**src/sv/utf16_to_utf8_transcoder_macros.svh**
```systemverilog
// Assertion macros shared by the transcoder modules.
// No dependencies; included by the files that carry assertions.
`ifndef UTF16_TO_UTF8_TRANSCODER_MACROS_SVH
`define UTF16_TO_UTF8_TRANSCODER_MACROS_SVH

// Same-cycle implication, disabled while reset is asserted.
`define UTT_ASSERT_IMPL(lbl, clk, rst_n, ante, cons) \
	lbl: assert property (@(posedge clk) disable iff (!rst_n) (ante) |-> (cons)) \
		else $error("assertion failed");

// Next-cycle implication, disabled while reset is asserted.
`define UTT_ASSERT_NEXT(lbl, clk, rst_n, ante, cons) \
	lbl: assert property (@(posedge clk) disable iff (!rst_n) (ante) |=> (cons)) \
		else $error("assertion failed");

`endif

```
**src/sv/utt_pkg.sv**
```systemverilog
// Shared types, constants and the byte encoder for the UTF-16 to UTF-8 transcoder.
// No dependencies.
package utt_pkg;

	localparam int QDepth = 4;
	localparam int QAw    = $clog2(QDepth);

	localparam logic [20:0] SuppBase = 21'h10000;

	typedef enum logic [1:0] {
		KIND_DATA    = 2'd0,
		KIND_INVALID = 2'd1,
		KIND_PARTIAL = 2'd2
	} kind_t;

	// One classified unit: a code point to encode, or an error report.
	typedef struct packed {
		logic [20:0] cp;
		logic [1:0]  last_idx;  // number of bytes minus one
		kind_t       kind;
		logic        str_end;
	} job_t;

	// Byte idx of the UTF-8 form of cp, which is last_idx+1 bytes long.
	function automatic logic [7:0] utt_byte(logic [20:0] cp, logic [1:0] last_idx,
			logic [1:0] idx);
		logic [1:0] rem;
		logic [7:0] b;
		rem = last_idx - idx;
		if (idx == 2'd0) begin
			unique case (last_idx)
				2'd0: b = {1'b0, cp[6:0]};
				2'd1: b = {3'b110, cp[10:6]};
				2'd2: b = {4'b1110, cp[15:12]};
				2'd3: b = {5'b11110, cp[20:18]};
			endcase
		end else begin
			unique case (rem)
				2'd0: b = {2'b10, cp[5:0]};
				2'd1: b = {2'b10, cp[11:6]};
				2'd2: b = {2'b10, cp[17:12]};
				2'd3: b = 8'h80;  // lead byte handled above
			endcase
		end
		return b;
	endfunction

endpackage

```
**src/sv/utt_queue.sv**
```systemverilog
// Short job queue between the classifier and the byte serializer.
// Depends on utt_pkg and the assertion macro header.
`include "utf16_to_utf8_transcoder_macros.svh"

module utt_queue (
	input  logic          clk,
	input  logic          arst_n,
	input  logic          push,
	input  utt_pkg::job_t push_job,
	output logic          full,
	input  logic          pop,
	output logic          head_valid,
	output utt_pkg::job_t head
);
	import utt_pkg::*;

	job_t           mem_q [QDepth];
	logic [QAw-1:0] wr_ptr_q;
	logic [QAw-1:0] rd_ptr_q;
	logic [QAw:0]   cnt_q;

	assign full       = (cnt_q == (QAw+1)'(QDepth));
	assign head_valid = (cnt_q != '0);
	assign head       = mem_q[rd_ptr_q];

	always_ff @(posedge clk) begin
		if (push) begin
			mem_q[wr_ptr_q] <= push_job;
		end
	end

	always_ff @(posedge clk or negedge arst_n) begin
		if (!arst_n) begin
			wr_ptr_q <= '0;
			rd_ptr_q <= '0;
			cnt_q    <= '0;
		end else begin
			if (push) begin
				wr_ptr_q <= wr_ptr_q + 1'b1;
			end
			if (pop) begin
				rd_ptr_q <= rd_ptr_q + 1'b1;
			end
			unique case ({push, pop})
				2'b10:   cnt_q <= cnt_q + 1'b1;
				2'b01:   cnt_q <= cnt_q - 1'b1;
				default: cnt_q <= cnt_q;
			endcase
		end
	end

	`UTT_ASSERT_IMPL(a_no_overflow, clk, arst_n, push, !full)
	`UTT_ASSERT_IMPL(a_no_underflow, clk, arst_n, pop, head_valid)

endmodule

```
**src/sv/utt_front.sv**
```systemverilog
// Front end: accepts code units, tracks surrogate/skip state, emits jobs.
// Depends on utt_pkg and the assertion macro header.
`include "utf16_to_utf8_transcoder_macros.svh"

module utt_front (
	input  logic          clk,
	input  logic          arst_n,
	input  logic          in_valid,
	output logic          in_stall,
	input  logic [15:0]   code_unit,
	input  logic          last_unit,
	input  logic          cfg_wr_en,
	input  logic          cfg_wr_data,
	input  logic          q_full,
	output logic          push,
	output utt_pkg::job_t job
);
	import utt_pkg::*;

	logic       allow_q;
	logic       pend_q;
	logic [9:0] pend_hi_q;
	logic       skip_q;

	logic       accept;
	logic       ends;
	logic       is_low;
	logic       is_high;
	logic       want_push;
	logic       pend_d;
	logic [9:0] pend_hi_d;
	logic       skip_d;

	assign in_stall = q_full;
	assign accept   = in_valid && !q_full;
	assign push     = accept && want_push;

	assign ends    = last_unit || (code_unit == 16'h0000);
	assign is_low  = (code_unit[15:10] == 6'b110111);
	assign is_high = (code_unit[15:10] == 6'b110110);

	always_comb begin
		want_push    = 1'b0;
		job.cp       = {5'd0, code_unit};
		job.last_idx = 2'd0;
		job.kind     = KIND_DATA;
		job.str_end  = last_unit;
		pend_d       = pend_q;
		pend_hi_d    = pend_hi_q;
		skip_d       = skip_q;
		priority if (skip_q) begin
			if (ends) begin
				skip_d = 1'b0;
				pend_d = 1'b0;
			end
		end else if (code_unit == 16'h0000) begin
			want_push   = pend_q && !allow_q;
			job.kind    = KIND_PARTIAL;
			job.cp      = '0;
			job.str_end = 1'b1;
			pend_d      = 1'b0;
		end else if (is_low && pend_q) begin
			want_push    = 1'b1;
			job.cp       = {1'b0, pend_hi_q, code_unit[9:0]} + SuppBase;
			job.last_idx = 2'd3;
			pend_d       = 1'b0;
		end else if (is_low || pend_q) begin
			// lone low surrogate, or held high not followed by a low one
			want_push = 1'b1;
			job.kind  = KIND_INVALID;
			job.cp    = '0;
			pend_d    = 1'b0;
			skip_d    = !last_unit;
		end else if (is_high) begin
			if (last_unit) begin
				want_push   = !allow_q;
				job.kind    = KIND_PARTIAL;
				job.cp      = '0;
			end else begin
				pend_d    = 1'b1;
				pend_hi_d = code_unit[9:0];
			end
		end else begin
			want_push = 1'b1;
			priority if (code_unit[15:7] == '0) begin
				job.last_idx = 2'd0;
			end else if (code_unit[15:11] == '0) begin
				job.last_idx = 2'd1;
			end else begin
				job.last_idx = 2'd2;
			end
		end
	end

	always_ff @(posedge clk or negedge arst_n) begin
		if (!arst_n) begin
			allow_q   <= 1'b0;
			pend_q    <= 1'b0;
			pend_hi_q <= '0;
			skip_q    <= 1'b0;
		end else begin
			if (cfg_wr_en) begin
				allow_q <= cfg_wr_data;
			end
			if (accept) begin
				pend_q    <= pend_d;
				pend_hi_q <= pend_hi_d;
				skip_q    <= skip_d;
			end
		end
	end

	`UTT_ASSERT_IMPL(a_pend_skip_excl, clk, arst_n, 1'b1, !(pend_q && skip_q))

endmodule

```
**src/sv/utt_back.sv**
```systemverilog
// Back end: walks each queued job out as one result beat per cycle unless out_stall holds it.
// Depends on utt_pkg and the assertion macro header.
`include "utf16_to_utf8_transcoder_macros.svh"

module utt_back (
	input  logic          clk,
	input  logic          arst_n,
	input  logic          head_valid,
	input  utt_pkg::job_t head,
	output logic          pop,
	output logic          out_valid,
	input  logic          out_stall,
	output logic [7:0]    utf8_byte,
	output logic [1:0]    kind,
	output logic          run_end,
	output logic          string_end
);
	import utt_pkg::*;

	logic [1:0] idx_q;
	logic       out_valid_q;
	logic [7:0] byte_q;
	logic [1:0] kind_q;
	logic       run_end_q;
	logic       string_end_q;

	logic       load;
	logic       at_last;

	assign load    = head_valid && (!out_valid_q || !out_stall);
	assign at_last = (idx_q == head.last_idx);
	assign pop     = load && at_last;

	always_ff @(posedge clk or negedge arst_n) begin
		if (!arst_n) begin
			idx_q       <= '0;
			out_valid_q <= 1'b0;
		end else begin
			if (load) begin
				out_valid_q <= 1'b1;
				idx_q       <= at_last ? 2'd0 : idx_q + 1'b1;
			end else if (!out_stall) begin
				out_valid_q <= 1'b0;
			end
		end
	end

	always_ff @(posedge clk) begin
		if (load) begin
			byte_q       <= (head.kind == KIND_DATA) ? utt_byte(head.cp, head.last_idx, idx_q)
			                                         : 8'h00;
			kind_q       <= head.kind;
			run_end_q    <= at_last;
			string_end_q <= at_last && head.str_end;
		end
	end

	assign out_valid  = out_valid_q;
	assign utf8_byte  = byte_q;
	assign kind       = kind_q;
	assign run_end    = run_end_q;
	assign string_end = string_end_q;

	`UTT_ASSERT_IMPL(a_err_single, clk, arst_n, out_valid && (kind != KIND_DATA),
		run_end && (utf8_byte == 8'h00))
	`UTT_ASSERT_IMPL(a_send_on_run_end, clk, arst_n, out_valid && string_end, run_end)
	`UTT_ASSERT_IMPL(a_idx_bound, clk, arst_n, head_valid, idx_q <= head.last_idx)

endmodule

```
**src/sv/utf16_to_utf8_transcoder.sv**
```systemverilog
// Top level of the UTF-16 to UTF-8 transcoder.
// Depends on utt_pkg, utt_front, utt_queue and utt_back.
//
// Takes one UTF-16 code unit per input beat and produces one result beat per
// UTF-8 byte. A string ends on a unit with last_unit set or on a zero unit
// (which is never encoded). A high surrogate is held and produces nothing; the
// low surrogate after it yields four bytes. Errors come out as a single beat
// with kind 1 (invalid sequence) or kind 2 (partial sequence at end) and byte
// zero; after an invalid sequence the rest of the string is dropped silently.
// Bytes already sent before an error are not recalled: the consumer discards
// them. run_end marks the last beat caused by a unit, string_end the beat that
// closes a string. Setting allow_trailing_partial (cfg_wr_data on a cycle with
// cfg_wr_en) drops a dangling high surrogate at end of string without a
// report; write it only while the block is idle.
// Throughput: the single output register sends one byte per cycle while
// out_stall is low, so a unit's output cost grows with the beats it produces
// (1 to 4; zero-beat units cost nothing on the output side). The input side
// takes a unit every cycle while the four-entry job queue has room, so input
// and output stall independently. An input beat is written into the job
// queue, and its first output beat is then loaded into the output register.

module utf16_to_utf8_transcoder (
	input  logic        clk,
	input  logic        arst_n,
	// configuration
	input  logic        cfg_wr_en,
	input  logic        cfg_wr_data,
	// input channel
	input  logic        in_valid,
	output logic        in_stall,
	input  logic [15:0] code_unit,
	input  logic        last_unit,
	// output channel
	output logic        out_valid,
	input  logic        out_stall,
	output logic [7:0]  utf8_byte,
	output logic [1:0]  kind,
	output logic        run_end,
	output logic        string_end
);
	import utt_pkg::*;

	logic q_full;
	logic q_push;
	job_t q_in_job;
	logic q_pop;
	logic q_head_valid;
	job_t q_head;

	// classify units and track surrogate / skip state
	utt_front u_front (
		.clk         (clk),
		.arst_n      (arst_n),
		.in_valid    (in_valid),
		.in_stall    (in_stall),
		.code_unit   (code_unit),
		.last_unit   (last_unit),
		.cfg_wr_en   (cfg_wr_en),
		.cfg_wr_data (cfg_wr_data),
		.q_full      (q_full),
		.push        (q_push),
		.job         (q_in_job)
	);

	// decouples unit intake from byte output
	utt_queue u_queue (
		.clk        (clk),
		.arst_n     (arst_n),
		.push       (q_push),
		.push_job   (q_in_job),
		.full       (q_full),
		.pop        (q_pop),
		.head_valid (q_head_valid),
		.head       (q_head)
	);

	// serialize each job into result beats
	utt_back u_back (
		.clk        (clk),
		.arst_n     (arst_n),
		.head_valid (q_head_valid),
		.head       (q_head),
		.pop        (q_pop),
		.out_valid  (out_valid),
		.out_stall  (out_stall),
		.utf8_byte  (utf8_byte),
		.kind       (kind),
		.run_end    (run_end),
		.string_end (string_end)
	);

endmodule

```
**config.mk**
```make
export PLATFORM = sky130hd
export DESIGN_NAME = utf16_to_utf8_transcoder
export DESIGN_NICKNAME = d
export VERILOG_FILES = /design/src/sv/utt_pkg.sv /design/src/sv/utt_queue.sv /design/src/sv/utt_front.sv /design/src/sv/utt_back.sv /design/src/sv/utf16_to_utf8_transcoder.sv
export VERILOG_INCLUDE_DIRS = /design/src /design/src/sv
export SDC_FILE = /design/constraint.sdc
export NUM_CORES = 1
export LEC_CHECK = 0
export ABC_AREA = 0
export BUFFER_PORTS_ARGS = -buffer_cell sky130_fd_sc_hd__buf_2
export CORE_UTILIZATION = 35
export CTS_CLUSTER_SIZE = 28
export DETAILED_ROUTE_END_ITERATION = 10
export SYNTH_ARGS = -nofsm -noshare
export SYNTH_HDL_FRONTEND = slang
export SYNTH_SLANG_ARGS = --single-unit
```
**constraint.sdc**
```tcl
create_clock -name clk -period 3.27 [get_ports clk]
set_input_delay 0.4905 -clock clk [delete_from_list [all_inputs] [get_ports clk]]
set_output_delay 0.4905 -clock clk [all_outputs]
set_load 0.02 [all_outputs]
```
==> results of run 1 <==
==> critical path, delay by kind of cell, from the launching register on <==
family          cells  cell delay, ns
xor+xnor            2            0.56
mux                 2            1.01
flops               1            0.42
fa+ha+maj           1            0.19
compound gates      2            0.40
buf+inv             1            0.21
==> cells by family after synthesis <==
logic type	share of synthesized area
AOI/OAI and AO/OA	0.05524
buffers and inverters	0.02148
and+or+nand+nor	0.07508
muxes	0.1420
xor gates and xnor gates	0.01882
DFF	0.6637
adders and majority gates	0.02373
==> cell type report <==
class / instances / area, µm² / area share
clock buffers: 19 / 432.9 / 0.06032
clock inverters: 13 / 96.34 / 0.01342
inverters: 14 / 52.55 / 0.007322
multi-input cells: 195 / 1926 / 0.2683
flip-flops and latches: 139 / 4059 / 0.5656
well taps: 220 / 275.3 / 0.03835
repair buffers: 50 / 335.3 / 0.04672
==> stage by stage <==
| step | setup slack [ns] | utilization | power [mW] | area (µm²) |
|---|---|---|---|---|
| after CTS | 0.2255 | 0.4267 | 6.964 | 7177 |
| after floorplan | 0.2380 | - | 4.534 | 6116 |
| after detailed placement | 0.1291 | 0.3953 | 5.237 | 6648 |
| final | 0.2250 | 0.4267 | 6.897 | 7177 |
| after global placement | 0.1346 | 0.3953 | 5.170 | 6648 |
| after global routing | 0.008218 | 0.4267 | 7.289 | 7177 |
==> state kept, by name, indices dropped and copies added (netlist names), 2 cells and up <==
| signal | count |
|---|---|
| u_queue.cnt_q | 3 |
| u_queue.mem_q | 104 |
| u_back.idx_q | 2 |
| u_back.kind | 2 |
| u_queue.wr_ptr_q | 2 |
| u_queue.rd_ptr_q | 2 |
| u_front.pend_hi_q | 10 |
| u_back.utf8_byte | 8 |
==> cell usage after synthesis, drive strengths merged, types with 2 or more instances <==
library cell,n
a211oi,2
a21oi,8
a221oi,4
a22o,6
a311oi,2
a31oi,3
a41o,2
and2,17
and3,4
buf,8
clkbuf,6
dfrtp,23
edfxtp,116
ha,10
inv,14
mux2,18
mux2i,5
mux4,26
nand2,17
nand2b,6
nand3,7
nor2,9
nor3,10
nor4,3
o21ai,6
o32ai,2
or4,2
xnor2,8
xor2,3
==> layer usage <==
layer  vias to the layer above  share of wire  global-route usage  routed length, µm
li1                       1544              -                   -                  -
met1                      1707           0.47              0.2058               5831
met2                        74           0.48              0.2245               5906
met3                         9          0.041             0.03590                508
met4                         0          0.011             0.06367                134
met5                         -              0                   0                  0
==> where the power goes <==
part           internal, mW  switching [mW]  leakage (nW)
logic                  1.13            1.46          1.01
clock network         0.969           0.744         0.236
registers              2.45           0.150          1.38
total                  4.54            2.36          2.62
==> worst paths after layout <==
| path | start | endpoint | depth (start not counted) |
|---|---|---|---|
| max | u_queue.rd_ptr_q[0]$_DFFE_PN0P_ | u_back.utf8_byte[5]$_SDFFCE_PP0P_ | 8 |
| min | arst_n | u_queue.wr_ptr_q[1]$_DFFE_PN0P_ | 1 |
| max reg2reg | u_queue.rd_ptr_q[0]$_DFFE_PN0P_ | u_back.utf8_byte[5]$_SDFFCE_PP0P_ | 8 |
| min reg2reg | u_back.out_valid$_DFFE_PN0P_ | u_back.out_valid$_DFFE_PN0P_ | 2 |
| max in group asynchronous | arst_n | u_queue.rd_ptr_q[1]$_DFFE_PN0P_ | 1 |
| min in group clk | out_stall | u_back.out_valid$_DFFE_PN0P_ | 3 |
==> impl_metrics.toml, run 1 <==
[yosys]
ys_ff_latch = 139
avgSynthCellArea_um2 = 16.89
syn_area_um2 = 6116
seq_area_frac_synth = 0.6637
synthTopCellsByArea = "edfxtp_1, dfrtp_1, mux4_2, mux2_2, mux4_1"
ys_types = 54
syn_inst = 362
synth-edff-count = 116
synth_nets = 396
yosys.area.top_type = "edfxtp_1"
async_flop_share = 0.1655
synth_flop_cell = "edfxtp_1"
yosys_warnings = 0
synth_top_cell_area_share = 0.5696

[grt]
grt_max_degree = 27
grt_pass1_vias = 3466
grt.overflow.total = 0
grt_pass1_wl_um = 19560
antenna_found_initial = 0
track_usage = 0.1490

[route]
drtIter0Drc = 256
wl_per_cell_um = 19.05
drc = 0
vias_per_cell = 5.129
vias = 3334
postRouteWirelength_um = 12380
ant_nets = 0
first_pass_iters = 5

[flow_run]
maxCapViolations = 0

[clocking]
clk_pin_slew_ns = 0.06
postCtsSetupBuffers = 0
cts_made_buffers = 17
cts_hold_buf = 0
cts_resized = 0
cts-htree-levels = 4
clock_sinks = 139
root_buffer = "clkbuf_16"
clock_path_buffers = 2
cts_tree = "built"
clkLatencyLatePin_ns = 0.42

[final_layout]
fill_cells = 1543
antenna-diode-count = 0
drive_above_1_share = 0.2930
final_cell_mix = "edfxtp_1, buf_2, dfrtp_1, mux4_2"
nNetsFinal = 451
area_delta_synth_final_pct = 17.35
layout_commonest_cell = "edfxtp_1"
fin_cells = 650

[floorplanning]
start_util = 0.3636
die_x_um = 134.2
coreArea_um2 = 16820
floorplan.die_area_um2 = 18010
fp.dieH_um = 134.2
fp-row-count = 47
io_pins = 37

[hold_path]
hp-class = "primary input to async pin"

[critical_path]
start_kind = "flop"
crit_required_ns = 3.42
worstSetupEndpointType = "flop"
cp_slowest_cell = "mux4_2"
reg2reg_setup_slack_ns = 0.22
crit_arrival_ns = 3.20
slowest_delay_ns = 0.64
crit_path_cell_trace = "mux4_2 > inv_1 > ha_1 > xor2_1 > xnor2_4 > mux2_2 > a221oi_1 > a211oi_1"
crit_type = "flop to flop"
crit_fanout = 10

[timing]
hold_ws_ns = 0.06886
finalClockSkew_ns = 0.006560
hold_viol_final = 0
rsz0062_at_grt = "false"
post-route-period-util = 0.9312
slew_violations = 0
setup_tns_ns = 0
relSlewSlack = 0.5014
worst_pin_slew_ns = 0.7416
max_freq_mhz = 328.4
min_period_ns = 3.045
setup_viol = 0

[place]
place_congestion = 0.8068
place_inst = 618
port_buffers = 36
place_hpwl_um = 8276

[power]
p_leak_nw = 2.620
power_density_nw_per_um2 = 961.1
peakVddDrop_v = 0.0004036

[status]
outcome = "finished, final reports clean"
No activity file was read; power rests on OpenSTA's default activity.
==> run 2, diff against run 1 <==
- PLACE_DENSITY: not set -> 0.51
==> run 2 against run 1 <==
Compared with the run above:
- routed wire length shrank 1.3%
- count of clock-buffer cells in the layout grew 4
- first-iteration DRC count grew 3.9%
- largest cell class unchanged
- clock power grew 12%
- register-to-register slack gained 0.03 ns
- clock skew grew 0.0057 ns
- flip-flop and latch count is the same
==> impl_metrics.toml, run 2 (same netlist as run 1, synthesis figures left out) <==
[status]
outcome = "finished, final reports clean"

[final_layout]
antenna-diode-count = 0
final_cell_mix = "edfxtp_1, buf_2, dfrtp_1, mux4_2"
area_delta_synth_final_pct = 18.45
final_util = 0.4307
fin_cells = 651
stdcell_area_um2 = 7244
largest-register = "u_queue.mem_q"
fill_cells = 1553
nNetsFinal = 452
drive_above_1_share = 0.2854
layout_commonest_cell = "edfxtp_1"
largest_register_ffs = 104

[critical_path]
worst-path-buf-inv = 1
start_kind = "flop"
cp_slowest_cell = "mux4_2"
crit_arrival_ns = 3.17
crit_required_ns = 3.43
path_delay_family = "multiplexers"
crit_fanout = 10
crit_path_cell_trace = "mux4_2 > inv_1 > ha_1 > xor2_1 > xnor2_4 > mux2_2 > a221oi_1 > a211oi_1"
crit_type = "flop to flop"
worstSetupEndpointType = "flop"
slowest_delay_ns = 0.64

[grt]
antenna_found_initial = 0
track_usage = 0.1487
grt.overflow.total = 0
grt_pass1_wl_um = 19390
grt_max_degree = 27
grt_pass1_vias = 3354

[timing]
setup_viol = 0
rsz0062_at_grt = "false"
relSlewSlack = 0.5266
worst_pin_slew_ns = 0.7041
worst_slack_ns = 0.2586
hold_ws_ns = 0.08409
min_period_ns = 3.011
post-route-period-util = 0.9209
finalClockSkew_ns = 0.01227
setup_tns_ns = 0
max_freq_mhz = 332.1
hold_viol_final = 0
slew_violations = 0

[power]
power_density_nw_per_um2 = 978.5
power_mw = 7.089
peakVddDrop_v = 0.0004171
p_leak_nw = 2.669

[clocking]
cts-htree-levels = 4
cts_tree = "built"
clock_path_buffers = 2
clk_pin_slew_ns = 0.06
root_buffer = "clkbuf_16"
cts_hold_buf = 0
postCtsSetupBuffers = 0
cts_resized = 0
clock_sinks = 139
clkLatencyLatePin_ns = 0.42
cts_made_buffers = 17

[route]
drtIter0Drc = 266
wl_per_cell_um = 18.78
wl_met2_um = 5633
m1WireLength_um = 5966
ant_nets = 0
vias_per_cell = 5.144
first_pass_iters = 5
met3_length_um = 408
top_layer_used = "met4"
postRouteWirelength_um = 12230
drc = 0
vias = 3349

[place]
dp_slack_ns = 0.08224
place_hpwl_um = 8232
place_inst = 619
port_buffers = 36
placed_cell_area_um2 = 6655
place_congestion = 0.8047

[floorplanning]
coreArea_um2 = 16820
start_util = 0.3636
fp-row-count = 47
fp.dieH_um = 134.2
io_pins = 37
die_x_um = 134.2
floorplan.die_area_um2 = 18010

[hold_path]
hp-class = "primary input to async pin"

[flow_run]
maxCapViolations = 0
run 2: changes by cell type in the layout (fill, tap and decap cells not counted), sizes merged:
cell	change
buf	+1
bufinv	+3
clkinvlp	-5
inv	-2
clkbuf	+4
run 2: metal layers:
metal / vias to the layer above / GRT usage
li1: 1547 / -
met1: 1719 / 0.2095
met2: 71 / 0.2193
met3: 12 / 0.03628
met4: 0 / 0.06367
met5: - / 0
run 2: area by class of cell:
class                      count  area (µm²)  area share
sequential                   139        4059      0.5603
clock buffer                  23       467.9     0.06459
inverter                      14       52.55    0.007254
clock inverter                 9       121.4     0.01675
tap                          220       275.3     0.03800
timing repair buffer          51       342.8     0.04732
multi-input combinational    195        1926      0.2658
run 2: worst paths after layout:
check	start	endpoint	slack, ns	cells after the start
max	u_queue.rd_ptr_q[0]$_DFFE_PN0P_	u_back.utf8_byte[5]$_SDFFCE_PP0P_	0.26	8
min	arst_n	u_queue.rd_ptr_q[1]$_DFFE_PN0P_	0.08	1
max reg2reg	u_queue.rd_ptr_q[0]$_DFFE_PN0P_	u_back.utf8_byte[5]$_SDFFCE_PP0P_	0.26	8
min reg2reg	u_back.out_valid$_DFFE_PN0P_	u_back.out_valid$_DFFE_PN0P_	0.49	2
max in group asynchronous	arst_n	u_front.pend_hi_q[8]$_DFFE_PN0P_	2.77	1
min in group clk	out_stall	u_back.out_valid$_DFFE_PN0P_	0.28	3
run 2: worst register-to-register path, stage by stage (launching register included):
cell and delay, ns:
dfrtp_1 0.41, mux4_2 0.64, inv_1 0.18, ha_1 0.18, xor2_1 0.33, xnor2_4 0.23, mux2_2 0.38, a221oi_1 0.32
a211oi_1 0.09
run 2: where the power goes:
group | total (mW) | switching (mW) | internal (mW)
registers | 2.59 | 0.141 | 2.45
clock network | 1.91 | 0.682 | 1.23
logic | 2.59 | 1.46 | 1.13
total | 7.09 | 2.28 | 4.81
==> run 3, diff against run 2 <==
- RECOVER_POWER: not set -> 25
- REMOVE_ABC_BUFFERS: not set -> 1
- SETUP_SLACK_MARGIN: not set -> 0.3
==> run 3 against run 2 <==
Compared with the run above:
- total power is 1.1% lower
- utilization fell by 0.22 points
- clock skew is 0.0045 ns lower
- critical path depth is the same
- sequential power about the same
- setup slack better by 0.15 ns
- worst hold slack gained 0.22 ns
- non-clock buffer count is 1 higher
- combinational power about the same
- cell count increased by 0.15%
- largest cell class unchanged
- highest routed layer unchanged
==> impl_metrics.toml, run 3 (same netlist as run 1, synthesis figures left out) <==
[floorplanning]
start_util = 0.3636
fp.dieH_um = 134.2
die_x_um = 134.2
io_pins = 37
fp-row-count = 47
coreArea_um2 = 16820
floorplan.die_area_um2 = 18010

[clocking]
clock_sinks = 139
clkLatencyLatePin_ns = 0.41
clk_pin_slew_ns = 0.06
clock_path_buffers = 2
cts-htree-levels = 4
cts_tree = "built"
cts_hold_buf = 0
cts_resized = 0
root_buffer = "clkbuf_16"
cts_made_buffers = 17
postCtsSetupBuffers = 0

[final_layout]
area_delta_synth_final_pct = 17.84
fill_cells = 1533
layout_commonest_cell = "edfxtp_1"
final_util = 0.4285
antenna-diode-count = 0
largest_register_ffs = 104
final_cell_mix = "edfxtp_1, dfrtp_1, clkbuf_1, mux4_2, buf_2"
nNetsFinal = 453
drive_above_1_share = 0.2500
largest-register = "u_queue.mem_q"

[power]
peakVddDrop_v = 0.0004291
power.internal_mw = 4.664
p_leak_nw = 2.589
netSwitchingFraction = 0.3348
power.clock.fraction = 0.263
p_comb_frac = 0.366
switchingPower_mw = 2.347
seq_power_share = 0.371
power_density_nw_per_um2 = 972.9

[route]
ant_nets = 0
wl_per_cell_um = 19.39
drtIter0Drc = 165
first_pass_iters = 4
postRouteWirelength_um = 12640
vias = 3379
drc = 0
vias_per_cell = 5.183

[timing]
slew_violations = 0
setup_tns_ns = 0
hold_viol_final = 0
post-route-period-util = 0.8740
setup_viol = 0
worst_pin_slew_ns = 1.458
min_period_ns = 2.858
relSlewSlack = 0.02792
rsz0062_at_grt = "false"
hold_ws_ns = 0.3031
finalClockSkew_ns = 0.007748
max_freq_mhz = 349.9

[place]
port_buffers = 36
place_congestion = 0.8077
place_hpwl_um = 8487

[grt]
track_usage = 0.1538
grt_pass1_vias = 3520
grt.overflow.total = 0
grt_max_degree = 27
antenna_found_initial = 0
grt_pass1_wl_um = 20050

[critical_path]
crit_fanout = 10
crit_type = "flop to flop"
worst-path-buf-inv = 1
crit_arrival_ns = 3.01
path_delay_family = "multiplexers"
crit_required_ns = 3.42
crit_path_cell_trace = "mux4_2 > inv_1 > ha_1 > xor2_2 > xnor2_4 > mux2_2 > a221oi_1 > nor3_1"
worstSetupEndpointType = "flop"
slowest_delay_ns = 0.54
start_kind = "flop"
cp_slowest_cell = "mux4_2"

[status]
outcome = "finished, final reports clean"

[flow_run]
maxCapViolations = 0

[hold_path]
hp-class = "primary input to flop"
-- run 3: cell types whose count changed in the layout (fill, tap and decap cells not counted), moves of 2 or more --
cell / before / now
inv_6: 0 / 3
buf_4: 11 / 8
clkinvlp_4: 2 / 6
clkbuf_1: 4 / 21
buf_2: 36 / 19
clkbuf_8: 2 / 0
-- run 3: final timing paths --
kind / startpoint / endpoint / slack, ns / cells after the start
worst min register to register: u_back.out_valid$_DFFE_PN0P_ / u_back.out_valid$_DFFE_PN0P_ / 0.49 / 2
worst max register to register: u_queue.rd_ptr_q[0]$_DFFE_PN0P_ / u_back.utf8_byte[0]$_SDFFCE_PP0P_ / 0.41 / 8
worst min-delay path: out_stall / u_back.out_valid$_DFFE_PN0P_ / 0.30 / 3
min in group asynchronous: arst_n / u_back.idx_q[0]$_DFFE_PN0P_ / 0.42 / 1
worst max-delay path: u_queue.rd_ptr_q[0]$_DFFE_PN0P_ / u_back.utf8_byte[0]$_SDFFCE_PP0P_ / 0.41 / 8
max in group asynchronous: arst_n / u_front.pend_hi_q[7]$_DFFE_PN0P_ / 1.99 / 1
-- run 3: final cells by class --
cell class,count,area [µm²],share of cell area
clock buffers,17,425.4,0.05903
well taps,220,275.3,0.03819
flip-flops and latches,139,4059,0.5632
multi-input cells,195,1933,0.2682
clock inverters,15,147.6,0.02049
repair buffers,52,314.1,0.04358
inverters,14,52.55,0.007292
-- run 3: routing by layer --
layer / part of all wire / GRT usage / routed length [µm]
met5: 0 / 0 / 0
met4: 0.014 / 0.05743 / 174
met3: 0.030 / 0.03326 / 377
met2: 0.47 / 0.2470 / 5985
met1: 0.48 / 0.2052 / 6106
-- run 3: metrics by stage --
step | total power, mW | instance area (µm²) | std cells | setup slack [ns]
floorplan | 4.451 | 6037 | 348 | -0.4027
global placement | 5.232 | 6663 | 620 | 0.1271
detailed placement | 5.259 | 6663 | 620 | 0.08534
CTS | 7.130 | 7236 | 652 | 0.3020
global route | 7.403 | 7207 | 652 | 0.2106
finish | 7.011 | 7207 | 652 | 0.4120
-- run 3: worst register-to-register path: stages, from the launching register on --
cell,delay [ns]
dfrtp_1,0.43
mux4_2,0.54
inv_1,0.18
ha_1,0.22
xor2_2,0.24
xnor2_4,0.22
mux2_2,0.39
a221oi_1,0.29
nor3_1,0.10
-- run 3: power groups by stage --
stage | sequential [mW] | clock, mW | combinational (mW)
after global routing | 2.64 | 1.96 | 2.80
after CTS | 2.60 | 1.89 | 2.64
final | 2.60 | 1.85 | 2.57
after global placement | 2.61 | 0 | 2.62
after floorplan | 2.80 | 0 | 1.65
after detailed placement | 2.63 | 0 | 2.63
